--- config.mk ---
export PLATFORM = sky130hd
export DESIGN_NAME = adsr_queue
export DESIGN_NICKNAME = d
export VERILOG_FILES = /design/src/sv/adsr_pkg.sv /design/src/sv/adsr_queue.sv
export SDC_FILE = /design/constraint.sdc
export NUM_CORES = 1
export LEC_CHECK = 0
export BUFFER_PORTS_ARGS = -buffer_cell sky130_fd_sc_hd__buf_2
export CORE_AREA = 2 2 369 371
export CTS_CLUSTER_DIAMETER = 120
export DETAILED_ROUTE_END_ITERATION = 7
export DIE_AREA = 0 0 371 373
export HOLD_SLACK_MARGIN = 0.05
export REMOVE_ABC_BUFFERS = 1
export SLEW_MARGIN = 20
export SYNTH_ARGS = -nofsm -noshare
export SYNTH_HDL_FRONTEND = slang
export SYNTH_SLANG_ARGS = --single-unit
--- constraint.sdc ---
create_clock -name clock -period 26.8 [get_ports clock]
set_input_delay 4.02 -clock clock [delete_from_list [all_inputs] [get_ports clock]]
set_output_delay 4.02 -clock clock [all_outputs]
set_load 0.01 [all_outputs]
--- src/sv/adsr_pkg.sv ---
// ----------------------------------------------------------------------------
// adsr_pkg
// Shared types, widths and constants of the advection-diffusion residual block.
// ----------------------------------------------------------------------------
package adsr_pkg;

   localparam int ADSR_MAX_COLUMNS = 1024;

   localparam int SAMPLE_W  = 48;
   localparam int COL_W     = 10;
   localparam int ROW_W     = 16;
   localparam int EPS_W     = 47;
   localparam int GC_W      = 11;
   localparam int STEP_W    = 26;
   localparam int RECIP_W   = 48;
   localparam int WORD_W    = 64;
   localparam int PROD_W    = 128;
   localparam int CHUNK_W   = 16;
   localparam int PP_W      = WORD_W + CHUNK_W;
   localparam int APB_W     = 64;
   localparam int ADDR_W    = 6;
   localparam int REG_IDX_W = 3;
   localparam int QUEUE_DEPTH = 2;

   localparam logic [REG_IDX_W-1:0] REG_EPS  = 3'd0;
   localparam logic [REG_IDX_W-1:0] REG_COLS = 3'd1;
   localparam logic [REG_IDX_W-1:0] REG_ROWS = 3'd2;
   localparam logic [REG_IDX_W-1:0] REG_STPX = 3'd3;
   localparam logic [REG_IDX_W-1:0] REG_STPY = 3'd4;
   localparam logic [REG_IDX_W-1:0] REG_INVX = 3'd5;
   localparam logic [REG_IDX_W-1:0] REG_INVY = 3'd6;

   typedef logic signed [SAMPLE_W-1:0] sample_type;
   typedef logic signed [WORD_W-1:0]   word_type;

   localparam word_type   Q_ONE     = 64'sd16777216;
   localparam logic [WORD_W-1:0] MID_LIM = 64'h1000_0000_0000_0000;
   localparam word_type   OUT_MAX   = 64'sh0000_7FFF_FFFF_FFFF;
   localparam word_type   OUT_MIN   = 64'shFFFF_8000_0000_0000;
   localparam sample_type MINUS_ONE = 48'shFFFF_FF00_0000;

   typedef struct packed {
      logic [EPS_W-1:0]   eps;
      logic [ROW_W-1:0]   rows;
      logic [STEP_W-1:0]  step_x;
      logic [STEP_W-1:0]  step_y;
      logic [EPS_W-1:0]   isx;
      logic [EPS_W-1:0]   isy;
      logic [RECIP_W-1:0] hrx;
      logic [RECIP_W-1:0] hry;
      logic               busy;
   } cfg_type;

   typedef struct packed {
      logic              has_upper;
      logic              upper_interior;
      logic              has_own;
      sample_type        upper_bval;
      sample_type        own_bval;
      logic [ROW_W-1:0]  upper_row;
      logic [ROW_W-1:0]  own_row;
      logic [COL_W-1:0]  column;
      sample_type        u;
      sample_type        left;
      sample_type        cen;
      sample_type        right;
      sample_type        down;
      sample_type        x;
      sample_type        y;
   } entry_type;

   function automatic sample_type sat48(word_type v);
      sample_type r;
      if (v > OUT_MAX) begin
         r = OUT_MAX[SAMPLE_W-1:0];
      end else if (v < OUT_MIN) begin
         r = OUT_MIN[SAMPLE_W-1:0];
      end else begin
         r = v[SAMPLE_W-1:0];
      end
      return r;
   endfunction

endpackage

--- src/sv/adsr_queue.sv ---
// ----------------------------------------------------------------------------
// adsr_queue
// Short queue of classified points between front and back end.
// ----------------------------------------------------------------------------
module adsr_queue import adsr_pkg::*; (
   input  logic      clock,
   input  logic      reset,
   input  logic      push,
   input  entry_type push_entry,
   input  logic      pop,
   output entry_type head,
   output logic      full,
   output logic      empty
);

   localparam int PW = $clog2(QUEUE_DEPTH);

   entry_type       slots [QUEUE_DEPTH];
   logic [PW-1:0]   wp_ff, rp_ff;
   logic [PW:0]     cnt_ff;

   assign full  = 32'(cnt_ff) == QUEUE_DEPTH;
   assign empty = cnt_ff == '0;
   assign head  = slots[rp_ff];

   always_ff @(posedge clock) begin
      if (reset) begin
         wp_ff  <= '0;
         rp_ff  <= '0;
         cnt_ff <= '0;
      end else begin
         if (push) begin
            wp_ff <= (32'(wp_ff) == QUEUE_DEPTH - 1) ? '0 : wp_ff + 1'b1;
         end
         if (pop) begin
            rp_ff <= (32'(rp_ff) == QUEUE_DEPTH - 1) ? '0 : rp_ff + 1'b1;
         end
         if (push && !pop) begin
            cnt_ff <= cnt_ff + 1'b1;
         end else if (pop && !push) begin
            cnt_ff <= cnt_ff - 1'b1;
         end
      end
   end

   always_ff @(posedge clock) begin
      if (push) begin
         slots[wp_ff] <= push_entry;
      end
   end

endmodule

==> impl_results.md <==
* Root buf cell: clkbuf_16
* Clk slew on worst S/H paths at 60 ps
* Width of the die at 371 um
* Die height at 373 um
* Setup TNS at 0 ps
* Core Util, Final at 33.2%
* Synthesized area per cell at 23.1 sq um
* Num ports at 960
* Die area at 0.138 sq mm
* Nets at 3016
* Placer congestion estimate at 0.847
* H-tree levels at 3
* Least-Margin Pin Slew at 1110 ps
* Crit-path max FO at 71
* Buffers & Inverters on Critical Path at 5
* Clk buf depth at 3
* Status: complete, no violations
* Worst path max stage delay at 800 ps
* Largest delay share family, worst path: buffers and inverters
* DP HPWL at 62.1 mm
* Net Sw Frac at 22.7%
* Leakage power at 16.3 nW
* PortBufs at 959
* Final setup fails at 0
* First-pass GRT wire length at 121 mm
* Vias at 18100
* CP dominant cell by count: buf_4
* Layout cells sized above 1 at 61.0%
* Register bit total from synthesis at 959
* Seq. cell area at 0.0288 sq mm
* DP Area at 0.0414 sq mm
* Area growth from synthesis to layout at 28.5%
* Worst Path Arrival at 5180 ps
* CP Capture Type: output pin
* Tmin final at 9200 ps
* Drt drc at 0
* Post-DR vias/cell at 4.12
* DRT Pass-1 Iters at 5
* Rows at 135
* Initial Util at 25.8%
* Area of the multi-input gates at 0.00548 sq mm
* CP Class: reg2out
* Clock sink count at 959
* Peak VDD IR at 0.0565 mV
* Final ANT Viol Nets at 0
* Hold Fails Final Rpt at 0
* Final period util at 34.3%
* Cell internal pwr at 0.00271 W
* Crit-path cells: buf_4 > buf_4 > buf_4 > buf_4 > mux2_2 > buf_2
* Gr ovfl total at 0
* Unique masters post-synth at 15
* Power density over the cells at 78.3 mW/mm^2
* Core Area at 0.135 sq mm
* Syn Inst Count at 1506
* Setup repair after global routing missed its margin: no
* Combinational share of power at 10.5%
* Crit start category: register
* Post-CTS Setup Bufs at 0
* GRT Util Overall at 12.0%
* Hold Path Class: reg2reg
* Net switching power at 0.000793 W
* Mean routed wirelength per cell at 19.9 um
* Vias in the first global route at 18500
* Clk pwr share at 38.8%
* Cts repair resizes at 0
* Slew headroom at 26.2%
* Synth Warn # at 0
* Largest net degree at the start of global routing at 139
* Post-route cell area at 0.0447 sq mm
* Hold buffers post-CTS at 0
* Worst skew pair latency at 690 ps
* Clk_skew at 14.4 ps
* Fill count at 13000
* Crit path required time at 22780 ps
* Number of CTS-inserted buffers at 99
* Initial antenna violation count at 34
* Seq pwr share at 50.7%
* Initial drt markers at 1049
* Mapped Area at 0.0348 sq mm
* Fmax at 109 MHz
* Post-Route WL at 87.7 mm
* Critical path's slowest cell: buf_4
* Max cap viols at 0
* Sequential-to-total area share from yosys stat at 82.6%
* Slew Limit Fails at 0
* CTS tree: built
-- synthesized netlist by cell type --
| cell | n | area, sq um |
|---|---|---|
| buf_6 | 49 | 552 |
| ha_1 | 1 | 12.5 |
| or3_1 | 1 | 6.26 |
| a21oi_1 | 1 | 5.00 |
| o21ai_0 | 1 | 5.00 |
| edfxtp_1 | 954 | 28600 |
| and2_1 | 1 | 6.26 |
| buf_2 | 4 | 20.0 |
| xor2_1 | 2 | 17.5 |
| dfxtp_1 | 5 | 100 |
| nor2b_1 | 2 | 12.5 |
| mux2_2 | 477 | 5370 |
| xnor2_1 | 2 | 17.5 |
| inv_1 | 1 | 3.75 |
| nor2_1 | 5 | 18.8 |
-- metrics by stage --
stage / setup WS, ps / hold slack [ps] / cells / total power, W
final: 17600 / 516 / 4408 / 0.00350
after global routing: 17220 / 558 / 4399 / 0.00363
after CTS: 17440 / 521 / 4391 / 0.00355
after detailed placement: 18130 / 512 / 4214 / 0.00218
after global placement: 18120 / 490 / 4214 / 0.00217
after floorplan: 939 / 461 / 1453 / 0.00210
-- worst register-to-register path, stage by stage, from the launching register on --
cell	delay [ps]
dfxtp_1	410
and2_4	720
buf_4	840
buf_4	850
buf_4	670
buf_4	880
-- worst paths after layout --
check	start	to	slack, ps	cells past startpoint
worst min-delay path	cnt_ff[1]	cnt_ff[1]	520	2
worst max register to register	wp_ff	slots[1][105]	21940	5
worst min register to register	cnt_ff[1]	cnt_ff[1]	520	2
worst max-delay path	register	head[438]	17600	6
-- layout by cell type (no fill, tap or decap) --
| cell | Yosys | layout |
|---|---|---|
| buf_4 | 0 | 20 |
| ha_1 | 1 | 1 |
| clkinv_2 | 0 | 8 |
| or3_1 | 1 | 1 |
| clkbuf_16 | 0 | 102 |
| clkinv_1 | 0 | 24 |
| clkinv_4 | 0 | 3 |
| edfxtp_1 | 954 | 954 |
| bufinv_16 | 0 | 9 |
| nor2b_1 | 2 | 1 |
| clkbuf_1 | 0 | 20 |
| buf_12 | 0 | 1 |
| inv_16 | 0 | 1 |
| clkinvlp_4 | 0 | 2 |
| and2_4 | 0 | 1 |
| inv_6 | 0 | 2 |
| xnor2_1 | 2 | 2 |
| clkbuf_8 | 0 | 3 |
| nor2_1 | 5 | 5 |
| inv_1 | 1 | 1 |
| dfxtp_4 | 0 | 1 |
| o21ai_0 | 1 | 1 |
| mux2_2 | 477 | 477 |
| diode_2 | 0 | 17 |
| nor2b_4 | 0 | 1 |
| dfxtp_1 | 5 | 4 |
| a21oi_1 | 1 | 1 |
| clkinv_16 | 0 | 3 |
| buf_2 | 4 | 959 |
| xor2_1 | 2 | 2 |
-- final cells by class --
cell class / count / area share [%]
clock inverter: 52 / 1.27
timing repair buffer: 980 / 11.1
clock buffer: 125 / 5.97
tap: 1781 / 4.98
inverter: 1 / 0.00839
multi-input combinational: 493 / 12.3
antenna: 17 / 0.0951
sequential: 959 / 64.3
-- kinds of logic after synthesis --
logic type | Yosys count | share of synthesized area [%]
compound gates | 2 | 0.0287
buf+inv | 54 | 1.65
flops | 959 | 82.6
xor+xnor | 4 | 0.101
mux | 477 | 15.4
fa+ha+maj | 1 | 0.0360
simple gates | 9 | 0.126
-- sequential cells by signal (all words and copies together) (netlist names), named ones only --
name / flops
cnt_ff: 2
wp_ff: 1
slots: 954
rp_ff: 1
-- per-layer routing --
| metal | wire length (um) | vias up | global-route usage, % |
|---|---|---|---|
| li1 | - | 8130 | - |
| met1 | 31900 | 9154 | 13.0 |
| met2 | 45200 | 680 | 20.8 |
| met3 | 7920 | 155 | 4.37 |
| met4 | 2590 | 22 | 5.13 |
| met5 | 136 | - | 0 |
-- power by group through the flow --
stage	registers, W	clock network [W]	logic (W)
6_report	0.00178	0.00136	0.000367
5_1_grt	0.00178	0.00145	0.000394
4_1_cts	0.00178	0.00140	0.000374
3_5_place_dp	0.00181	0	0.000372
3_3_place_gp	0.00180	0	0.000370
2_1_floorplan	0.00188	0	0.000218
Power figures use the tool's default switching activity.
