## src/sv/adsr_pkg.sv

```systemverilog
// ----------------------------------------------------------------------------
// adsr_pkg
// Shared types, widths and constants of the advection-diffusion residual block.
// ----------------------------------------------------------------------------
package adsr_pkg;

   localparam int ADSR_MAX_COLUMNS = 1024;

   localparam int SAMPLE_W  = 48;
   localparam int COL_W     = 10;
   localparam int ROW_W     = 16;
   localparam int EPS_W     = 47;
   localparam int GC_W      = 11;
   localparam int STEP_W    = 26;
   localparam int RECIP_W   = 48;
   localparam int WORD_W    = 64;
   localparam int PROD_W    = 128;
   localparam int CHUNK_W   = 16;
   localparam int PP_W      = WORD_W + CHUNK_W;
   localparam int APB_W     = 64;
   localparam int ADDR_W    = 6;
   localparam int REG_IDX_W = 3;
   localparam int QUEUE_DEPTH = 2;

   localparam logic [REG_IDX_W-1:0] REG_EPS  = 3'd0;
   localparam logic [REG_IDX_W-1:0] REG_COLS = 3'd1;
   localparam logic [REG_IDX_W-1:0] REG_ROWS = 3'd2;
   localparam logic [REG_IDX_W-1:0] REG_STPX = 3'd3;
   localparam logic [REG_IDX_W-1:0] REG_STPY = 3'd4;
   localparam logic [REG_IDX_W-1:0] REG_INVX = 3'd5;
   localparam logic [REG_IDX_W-1:0] REG_INVY = 3'd6;

   typedef logic signed [SAMPLE_W-1:0] sample_type;
   typedef logic signed [WORD_W-1:0]   word_type;

   localparam word_type   Q_ONE     = 64'sd16777216;
   localparam logic [WORD_W-1:0] MID_LIM = 64'h1000_0000_0000_0000;
   localparam word_type   OUT_MAX   = 64'sh0000_7FFF_FFFF_FFFF;
   localparam word_type   OUT_MIN   = 64'shFFFF_8000_0000_0000;
   localparam sample_type MINUS_ONE = 48'shFFFF_FF00_0000;

   typedef struct packed {
      logic [EPS_W-1:0]   eps;
      logic [ROW_W-1:0]   rows;
      logic [STEP_W-1:0]  step_x;
      logic [STEP_W-1:0]  step_y;
      logic [EPS_W-1:0]   isx;
      logic [EPS_W-1:0]   isy;
      logic [RECIP_W-1:0] hrx;
      logic [RECIP_W-1:0] hry;
      logic               busy;
   } cfg_type;

   typedef struct packed {
      logic              has_upper;
      logic              upper_interior;
      logic              has_own;
      sample_type        upper_bval;
      sample_type        own_bval;
      logic [ROW_W-1:0]  upper_row;
      logic [ROW_W-1:0]  own_row;
      logic [COL_W-1:0]  column;
      sample_type        u;
      sample_type        left;
      sample_type        cen;
      sample_type        right;
      sample_type        down;
      sample_type        x;
      sample_type        y;
   } entry_type;

   function automatic sample_type sat48(word_type v);
      sample_type r;
      if (v > OUT_MAX) begin
         r = OUT_MAX[SAMPLE_W-1:0];
      end else if (v < OUT_MIN) begin
         r = OUT_MIN[SAMPLE_W-1:0];
      end else begin
         r = v[SAMPLE_W-1:0];
      end
      return r;
   endfunction

endpackage

```

## src/sv/adsr_csr.sv

```systemverilog
// ----------------------------------------------------------------------------
// adsr_csr
// Register file with APB write/read and a bit-serial divider for 1/(2h).
// ----------------------------------------------------------------------------
module adsr_csr import adsr_pkg::*; #(
   parameter int MAX_COLUMNS = ADSR_MAX_COLUMNS,
   localparam int CW1 = $clog2(MAX_COLUMNS + 1)
) (
   input  logic              clock,
   input  logic              reset,
   input  logic              psel,
   input  logic              penable,
   input  logic              pwrite,
   input  logic [ADDR_W-1:0] paddr,
   input  logic [APB_W-1:0]  pwdata,
   output logic [APB_W-1:0]  prdata,
   output logic              pready,
   output cfg_type           cfg,
   output logic [CW1-1:0]    cols_eff
);

   localparam int DIV_STEPS = 48;
   localparam int DCNT_W = $clog2(DIV_STEPS);

   logic [EPS_W-1:0]   eps_ff, isx_ff, isy_ff;
   logic [GC_W-1:0]    cols_ff;
   logic [ROW_W-1:0]   rows_ff;
   logic [STEP_W-1:0]  sx_ff, sy_ff;
   logic [RECIP_W-1:0] hrx_ff, hry_ff;
   logic               pend_x_ff, pend_y_ff, div_busy_ff, div_sel_ff;
   logic [DCNT_W-1:0]  div_cnt_ff;
   logic [STEP_W-1:0]  div_rem_ff;
   logic [RECIP_W-1:0] div_q_ff;

   logic                 wr;
   logic [REG_IDX_W-1:0] idx;
   logic [STEP_W-1:0]    div_d;
   logic [STEP_W:0]      rem_sh, rem_in;
   logic                 ge;

   assign pready = 1'b1;
   assign wr     = psel && penable && pwrite;
   assign idx    = paddr[ADDR_W-1:ADDR_W-REG_IDX_W];

   assign div_d  = div_sel_ff ? sy_ff : sx_ff;
   assign rem_sh = {div_rem_ff, (div_cnt_ff == '0)};
   assign ge     = rem_sh >= {1'b0, div_d};
   assign rem_in = ge ? rem_sh - {1'b0, div_d} : rem_sh;

   always_ff @(posedge clock) begin
      if (reset) begin
         eps_ff      <= EPS_W'(Q_ONE);
         cols_ff     <= GC_W'(3);
         rows_ff     <= ROW_W'(3);
         sx_ff       <= STEP_W'(Q_ONE);
         sy_ff       <= STEP_W'(Q_ONE);
         isx_ff      <= EPS_W'(Q_ONE);
         isy_ff      <= EPS_W'(Q_ONE);
         hrx_ff      <= RECIP_W'(Q_ONE >>> 1);
         hry_ff      <= RECIP_W'(Q_ONE >>> 1);
         pend_x_ff   <= 1'b0;
         pend_y_ff   <= 1'b0;
         div_busy_ff <= 1'b0;
         div_sel_ff  <= 1'b0;
         div_cnt_ff  <= '0;
      end else begin
         if (div_busy_ff) begin
            div_rem_ff <= rem_in[STEP_W-1:0];
            div_q_ff   <= {div_q_ff[RECIP_W-2:0], ge};
            div_cnt_ff <= div_cnt_ff + 1'b1;
            if (32'(div_cnt_ff) == DIV_STEPS - 1) begin
               div_busy_ff <= 1'b0;
               if (div_sel_ff) begin
                  hry_ff <= {div_q_ff[RECIP_W-2:0], ge};
               end else begin
                  hrx_ff <= {div_q_ff[RECIP_W-2:0], ge};
               end
            end
         end else if (pend_x_ff) begin
            pend_x_ff <= 1'b0;
            if (sx_ff == '0) begin
               hrx_ff <= RECIP_W'(1) << (RECIP_W - 1);
            end else begin
               div_busy_ff <= 1'b1;
               div_sel_ff  <= 1'b0;
               div_cnt_ff  <= '0;
               div_rem_ff  <= '0;
               div_q_ff    <= '0;
            end
         end else if (pend_y_ff) begin
            pend_y_ff <= 1'b0;
            if (sy_ff == '0) begin
               hry_ff <= RECIP_W'(1) << (RECIP_W - 1);
            end else begin
               div_busy_ff <= 1'b1;
               div_sel_ff  <= 1'b1;
               div_cnt_ff  <= '0;
               div_rem_ff  <= '0;
               div_q_ff    <= '0;
            end
         end
         if (wr) begin
            unique case (idx)
               REG_EPS:  eps_ff  <= pwdata[EPS_W-1:0];
               REG_COLS: cols_ff <= pwdata[GC_W-1:0];
               REG_ROWS: rows_ff <= pwdata[ROW_W-1:0];
               REG_STPX: begin
                  sx_ff     <= pwdata[STEP_W-1:0];
                  pend_x_ff <= 1'b1;
               end
               REG_STPY: begin
                  sy_ff     <= pwdata[STEP_W-1:0];
                  pend_y_ff <= 1'b1;
               end
               REG_INVX: isx_ff  <= pwdata[EPS_W-1:0];
               REG_INVY: isy_ff  <= pwdata[EPS_W-1:0];
               default: ;
            endcase
         end
      end
   end

   always_comb begin
      unique case (idx)
         REG_EPS:  prdata = APB_W'(eps_ff);
         REG_COLS: prdata = APB_W'(cols_ff);
         REG_ROWS: prdata = APB_W'(rows_ff);
         REG_STPX: prdata = APB_W'(sx_ff);
         REG_STPY: prdata = APB_W'(sy_ff);
         REG_INVX: prdata = APB_W'(isx_ff);
         REG_INVY: prdata = APB_W'(isy_ff);
         default:  prdata = '0;
      endcase
   end

   always_comb begin
      if (cols_ff < GC_W'(2)) begin
         cols_eff = CW1'(2);
      end else if (32'(cols_ff) > MAX_COLUMNS) begin
         cols_eff = CW1'(MAX_COLUMNS);
      end else begin
         cols_eff = CW1'(cols_ff);
      end
   end

   always_comb begin
      cfg.eps    = eps_ff;
      cfg.rows   = (rows_ff < ROW_W'(2)) ? ROW_W'(2) : rows_ff;
      cfg.step_x = sx_ff;
      cfg.step_y = sy_ff;
      cfg.isx    = isx_ff;
      cfg.isy    = isy_ff;
      cfg.hrx    = hrx_ff;
      cfg.hry    = hry_ff;
      cfg.busy   = pend_x_ff || pend_y_ff || div_busy_ff;
   end

endmodule

```

## config.mk

```make
export PLATFORM = sky130hd
export DESIGN_NAME = adsr_csr
export DESIGN_NICKNAME = d
export VERILOG_FILES = /design/src/sv/adsr_pkg.sv /design/src/sv/adsr_csr.sv
export SDC_FILE = /design/constraint.sdc
export NUM_CORES = 1
export LEC_CHECK = 0
export BUFFER_PORTS_ARGS = -buffer_cell sky130_fd_sc_hd__buf_4
export CAP_MARGIN = 10
export CORE_MARGIN = 2
export CORE_UTILIZATION = 39
export DETAILED_ROUTE_END_ITERATION = 16
export SYNTH_ARGS = -nofsm -noshare
export SYNTH_HDL_FRONTEND = slang
export SYNTH_SLANG_ARGS = --single-unit
export TNS_END_PERCENT = 30
```

## constraint.sdc

```tcl
create_clock -name clock -period 6.8 [get_ports clock]
set_input_delay 1.02 -clock clock [delete_from_list [all_inputs] [get_ports clock]]
set_output_delay 1.02 -clock clock [all_outputs]
set_load 0.005 [all_outputs]
```

==> impl_summary.txt, run 1 <==
----------------------------------------------------
[Placement]
  Placement-stage cell area ... 21400 µm²
  Quantity of I/O buffers inserted on ports ... 418
  Minimum setup slack after placement ... between 2 and 2.5 ns
  Final RePlAce weighted congestion ... around 0.95
  Post-detailed-placement half-perimeter wirelength ... 46.4 mm

[Floorplanning]
  Placement Rows ... 78
  Effective utilization at floorplan ... 39.6%
  Chip Width ... 219 µm
  Area enclosed by the die boundary ... 47900 µm²
  Y dimension of the die ... 219 µm
  I/O pin count ... 457
  Core Region ... 45500 µm²

[Drt]
  Antenna Nets Post-Route ... 0
  Via density per instance ... 5.58
  Total wire length after detailed routing ... 67.3 mm
  Number of design rule violations left after detail routing ... 0
  Via count of the routed design ... 17000
  Initial drt markers ... approximately 1700
  First drt pass iteration count ... 6
  Mean routed wirelength per cell ... 22.0 µm

[Pwr]
  Maximum ir drop on the vdd rail ... 0.171 mV
  Leakage component of the power ... a little under 9 nW
  Power, Total ... 5.03 mW
  PwrDens ... approximately 220 nW/µm²

[Finish]
  Final Instance Area ... 22800 µm²
  Ratio of cells with drive above 1 in the final layout ... 22.6%
  Number of inserted filler cells in the final layout ... 4376
  Final core utilization ... 50.2%
  Area growth from synthesis to layout ... 26.7%
  Final nets ... 2519

[Critical path]
  Kind of critical path ... register to register
  Arrival time at the worst endpoint ... 4.90 ns
  Peak fanout along the critical path ... 30
  CP startpoint kind ... register
  Critical Path End Type ... register
  Worst Path Required ... 7.10 ns

[Timing]
  Final worst clock skew ... 0.0232 ns
  Slew headroom ... between 10% and 20%
  Unrepaired setup endpoints after global routing ... no
  Worst setup slack after layout ... between 2 and 2.5 ns
  Final max-slew violation count ... 0
  Period utilization ... 67.5%
  Hold violation count in the final report ... 0
  Final critical delay including setup and external delays ... 4.59 ns
  Worst-margin pin slew ... 1.21 ns
  Total negative setup slack ... 0 ns
  Final Setup Violations ... 0
  Max Freq ... 218 MHz

[Outcome]
  Status ... finished, final reports clean

[Clocking]
  CTS Hold Bufs ... 0
  CTS Buffer Depth ... 3
  Max H-tree Level ... 2
  CTS tree ... done
  Clock root buffer ... clkbuf_16
  Setup Buffers After CTS ... 0
  Inserted Clock Buffers ... 44
  Post-CTS clock slew at the launch and capture registers of the worst setup and hold paths ... 0.06 ns
  Clock latency on the worst-skew pair ... 0.59 ns
  Clock sink total ... 399
  Quantity of gates resized following cts ... 0

[Synth]
  Number of flip-flops and latches in the synthesized netlist ... 399
  Avg Synthesized Cell Area ... 8.56 µm²
  Library cell with the largest summed area after synthesis ... dfxtp_1
  Synthesis Warnings ... 0
  Netlist area before placement ... 18000 µm²
  Post-synthesis async set-or-reset flop share ... 0%
  Top cell type's share of synthesized area ... 36.2%
  Post-Synthesis Cells ... 2104
  Most instantiated library cell after synthesis ... nand2_1
  Synth cell count leaders ... nand2_1 (485), dfxtp_1 (326), a21oi_1 (279), nor2_1 (167), clkbuf_1 (148)
  Sequential cell area fraction in the yosys report ... 48.4%
  Cell variety after synth ... 75
  Biggest area contributors in the synthesized netlist ... dfxtp_1 (36%), edfxtp_1 (12%), nand2_1 (10%), a21oi_1 (7.8%), a22oi_1 (4.1%)
  Number of flops mapped to enable cells by yosys ... 73
  Most frequently used flop master after synthesis ... dfxtp_1

[Global route]
  Number of antenna violations at the first check in global routing ... 1
  Total Routing Usage GR ... a little over a quarter
  Maximum number of pins on one net before global-route repair ... 92
  Residual overflow from global routing ... 0
  First-pass GRT wire length ... 100 mm
  Vias in the first global route ... 16200

[Job]
  MaxCap Viol Count ... 0

[Hold path]
  Min-delay worst type ... register to register

----------------------------------------------------
-- stage by stage --
stage,instances,hold WS (ns)
6_report,3051,0.472
5_1_grt,3051,0.494
3_3_place_gp,2968,0.448
2_1_floorplan,2120,0.454
3_5_place_dp,2968,0.463
4_1_cts,3049,0.471
-- power by group --
part	switching, mW	internal [mW]	leakage, nW
logic	0.169	0.0873	4.91
registers	0.0170	2.41	3.31
clock network	0.995	1.35	0.683
-- state kept, by name, summed over array words and instances (netlist names) --
name,count
isx_ff,47
pend_x_ff,1
div_sel_ff,1
div_cnt_ff,6
hry_ff,48
hrx_ff,48
sy_ff,26
isy_ff,47
cols_ff,11
rows_ff,16
div_q_ff,47
eps_ff,47
pend_y_ff,1
div_busy_ff,1
div_rem_ff,26
sx_ff,26
-- layer usage --
metal | part of all wire, % | global-route usage (%) | vias up
met2 | 47 | 43.9 | 747
met4 | 3.3 | 9.37 | 0
met1 | 41 | 35.3 | 8245
li1 | - | - | 7914
met3 | 8.7 | 6.28 | 111
met5 | 0 | 0 | -
-- cells by family (layout without fill, tap and decap cells) --
| group | after synthesis | count (layout) | synth area share [%] |
|---|---|---|---|
| AND/OR/NAND/NOR | 807 | 807 | 19.0 |
| AO/OA/AOI/OAI | 544 | 544 | 19.1 |
| flip-flops | 399 | 399 | 48.4 |
| buffers and inverters | 216 | 546 | 5.12 |
| multiplexers | 87 | 87 | 5.32 |
| adder cells (fa/ha/maj) | 29 | 29 | 2.06 |
| XOR/XNOR | 20 | 20 | 0.972 |
| other | 2 | 19 | 0.0417 |
-- worst max-delay path, stage by stage, from the launching register on --
cell and delay (ns):
dfxtp_2 0.97, mux2i_1 0.27, ha_1 0.52, nand3_1 0.21
nor4_2 0.31, a22oi_2 0.13, a41o_1 0.32, o31ai_4 0.79
buf_4 0.45, mux2i_1 0.23, nor2_1 0.05
-- layout make-up --
type	count	area [µm²]	area share, %
Sequential cell	399	8720	38.2
Multi-Input combinational cell	1505	8520	37.3
Antenna cell	1	2.50	0.0110
Timing Repair Buffer	443	3340	14.6
Inverter	22	82.6	0.362
Clock buffer	63	1230	5.41
Tap cell	600	751	3.29
Clock inverter	18	169	0.740
-- path summary, 6_finish.rpt --
path                           start                           to  slack, ns  cells past startpoint
max          div_sel_ff$_SDFFE_PP0P_  div_rem_ff[7]$_SDFFCE_PN0P_       2.21                     10
min          isy_ff[15]$_SDFFE_PP0P_      isy_ff[15]$_SDFFE_PP0P_       0.47                      2
max reg2reg  div_sel_ff$_SDFFE_PP0P_  div_rem_ff[7]$_SDFFCE_PN0P_       2.21                     10
min reg2reg  isy_ff[15]$_SDFFE_PP0P_      isy_ff[15]$_SDFFE_PP0P_       0.47                      2
-- cell usage in the layout (no fill, tap or decap), types with 5 or more instances in the layout --
master / instances
mux2_2: 10
clkbuf_1: 14
inv_1: 22
and2_1: 54
dfxtp_1: 324
a21oi_1: 278
clkinv_2: 5
nand3_1: 13
nor2b_1: 11
mux2i_1: 71
o211ai_1: 5
nor2_1: 164
edfxtp_1: 73
nor3_1: 9
xnor2_1: 13
xor2_1: 7
a221oi_1: 16
a21o_1: 6
conb_1: 18
buf_4: 441
nand2_1: 483
a22o_1: 43
nand3b_1: 12
nand4_1: 9
nor4_1: 19
o21ai_0: 37
clkbuf_16: 45
clkinv_1: 6
a22oi_1: 99
and3_1: 7
mux4_2: 6
ha_1: 28
Note: power is estimated with default switching activity, not from simulation.
==> inputs of run 2 (changes only) <==
==> constraint.sdc (replaced) <==
create_clock -name clock -period 4.7 [get_ports clock]
set_input_delay 0.705 -clock clock [delete_from_list [all_inputs] [get_ports clock]]
set_output_delay 0.705 -clock clock [all_outputs]
set_load 0.005 [all_outputs]
==> run 2 against run 1 <==
Effect of this change:
- sequential cell count unchanged
- worst hold slack worse by 0.091 ns
- clock power up 54%
- count of clock-buffer cells in the layout up 10
- critical endpoint is now div_rem_ff[14]$_SDFFCE_PN0P_
==> impl_summary.txt, run 2 (synthesized netlist as in run 1, its figures left out) <==
----------------------------------------------------
[Drt]
  First drt pass iteration count ... 6 (unchanged)
  Via density per instance ... 5.58 (about the same)
  Via count of the routed design ... 17100 (+0.66%)
  Antenna Nets Post-Route ... 0 (unchanged)
  Initial drt markers ... 1653 (-2.2%)
  Mean routed wirelength per cell ... 22.0 µm (-0.24%)
  Total wire length after detailed routing ... 67.5 mm (+0.35%)
  Number of design rule violations left after detail routing ... 0 (unchanged)

[Clocking]
  CTS tree ... done
  Max H-tree Level ... 2 (unchanged)
  Clock root buffer ... clkbuf_16
  Clock sink total ... 399 (unchanged)
  Clock latency on the worst-skew pair ... 0.58 ns (about the same)
  CTS Hold Bufs ... 0 (unchanged)
  CTS Buffer Depth ... 3 (unchanged)
  Quantity of gates resized following cts ... 0 (unchanged)
  Post-CTS clock slew at the launch and capture registers of the worst setup and hold paths ... 0.06 ns (about the same)
  Setup Buffers After CTS ... 0 (unchanged)
  Inserted Clock Buffers ... 44 (unchanged)

[Finish]
  Filler-free cell count of the finished design ... 3069 (+0.59%)
  Number of inserted filler cells in the final layout ... 4382 (+0.14%)
  Ratio of cells with drive above 1 in the final layout ... 23.7% (+1.1 points)
  Leading cell type in the layout, fill and taps excluded ... nand2_1
  Combined area of the multi-input logic cells ... 8520 µm² (unchanged)
  Top flop regs ... hrx_ff x48, hry_ff x48
  Final core utilization ... 50.8% (+0.58 points)
  Area growth from synthesis to layout ... 28.1%
  Final nets ... 2536 (+0.67%)
  Commonest non-fill, non-tap cells in the layout ... nand2_1 (483), buf_4 (458), dfxtp_1 (324)
  Sequential Area ... 8720 µm² (unchanged)

[Placement]
  Final RePlAce weighted congestion ... 0.913 (-3.7%)
  Post-detailed-placement half-perimeter wirelength ... 47.1 mm (+1.5%)
  Minimum setup slack after placement ... 0.806 ns (-1.51 ns)
  Quantity of I/O buffers inserted on ports ... 418 (unchanged)
  Cell count after placement ... 2986 (+0.61%)

[Critical path]
  Critical Path End Type ... register
  Arrival time at the worst endpoint ... 4.37 ns (-0.53 ns)
  Peak fanout along the critical path ... 22 (-27%)
  Depth of the worst register-to-register path ... 11 (+1)
  Kind of critical path ... register to register
  Worst Path Required ... 5.12 ns (-1.98 ns)
  CP startpoint kind ... register

[Hold path]
  Min-delay worst type ... primary input to register
  Hold path cells ... 3 (+1)

[Pwr]
  Leakage component of the power ... 9.07 nW (+1.9%)
  Maximum ir drop on the vdd rail ... 0.263 mV (+54%)
  PwrDens ... 325 nW/µm² (+47%)

[Timing]
  Final worst clock skew ... 0.0127 ns (-0.0105 ns)
  Final max-slew violation count ... 0 (unchanged)
  Max Freq ... 253 MHz (+16%)
  Worst setup slack after layout ... 0.754 ns (-1.45 ns)
  Total negative setup slack ... 0 ns (unchanged)
  Period utilization ... 83.9% (+16 points)
  Hold violation count in the final report ... 0 (unchanged)
  Final Setup Violations ... 0 (unchanged)
  Slew headroom ... 21.9% (+3.4 points)
  Unrepaired setup endpoints after global routing ... no
  Final critical delay including setup and external delays ... 3.95 ns (-0.648 ns)
  Worst-margin pin slew ... 1.17 ns (-0.0444 ns)

[Global route]
  Number of antenna violations at the first check in global routing ... 1 (unchanged)
  Residual overflow from global routing ... 0 (unchanged)
  Vias in the first global route ... 16300 (+0.64%)
  First-pass GRT wire length ... 99.4 mm (-0.90%)
  Total Routing Usage GR ... 27.0% (-0.083 points)
  Maximum number of pins on one net before global-route repair ... 115 (+25%)

[Floorplanning]
  Area enclosed by the die boundary ... 47900 µm² (unchanged)
  Core Region ... 45500 µm² (unchanged)
  I/O pin count ... 457 (unchanged)
  Effective utilization at floorplan ... 39.6% (unchanged)
  Chip Width ... 219 µm (unchanged)
  Y dimension of the die ... 219 µm (unchanged)
  Placement Rows ... 78 (unchanged)

[Outcome]
  Status ... finished, final reports clean

[Job]
  MaxCap Viol Count ... 0 (unchanged)

----------------------------------------------------
==> run 2: cell types whose count changed in the layout (fill, tap and decap cells not counted), moves of 6 or more <==
cell,delta
buf_4,+17
clkbuf_1,-6
clkbuf_8,+16
clkinv_1,-6
==> run 2: area by class of cell <==
class                      count  area share [%]
antenna                        1          0.0108
clock buffer                  73            6.20
clock inverter                 9           0.445
inverter                      22           0.358
multi-input combinational   1505            36.9
sequential                   399            37.8
tap                          600            3.25
timing repair buffer         460            15.0
==> run 2: critical path, cell delays in order (launching register included) <==
cell and delay [ns]:
dfxtp_2 0.77, buf_4 0.30, mux2i_1 0.09, ha_1 0.50, nand4_1 0.24, nor4_1 0.55, nand4_1 0.19, and3_1 0.29
o31ai_4 0.17, buf_4 0.29, nand2_1 0.15, o22ai_1 0.22
==> run 2: path summary, 6_finish.rpt <==
| check | start | end | slack [ns] |
|---|---|---|---|
| setup / recovery | div_sel_ff$_SDFFE_PP0P_ | div_rem_ff[14]$_SDFFCE_PN0P_ | 0.75 |
| hold / removal | pwdata[40] | eps_ff[40]$_SDFFE_PP0P_ | 0.38 |
| setup reg to reg | div_sel_ff$_SDFFE_PP0P_ | div_rem_ff[14]$_SDFFCE_PN0P_ | 0.75 |
| hold reg to reg | isx_ff[10]$_SDFFE_PP0P_ | isx_ff[10]$_SDFFE_PP0P_ | 0.47 |
==> run 2: per-stage QoR <==
stage | cell area, µm² | hold WS, ns | total power [mW]
after global placement | 21500 | 0.446 | 3.95
after floorplan | 18100 | 0.454 | 3.78
after detailed placement | 21500 | 0.464 | 3.96
after global routing | 23100 | 0.375 | 7.70
after CTS | 23100 | 0.354 | 7.54
final | 23100 | 0.381 | 7.50
==> run 2: report_power, final <==
part | internal, mW | switching (mW)
Sequential | 3.49 | 0.0219
Clock | 2.14 | 1.47
Combinational | 0.128 | 0.248
Total | 5.76 | 1.74
==> run 2: metal layers <==
layer  routed length, µm  GRT usage, %  vias up
li1                    -             -     7941
met1               27400          33.9     8292
met2               30900          43.1      761
met3                6600          8.41      135
met4                2600          10.6        0
met5                   0             0        -
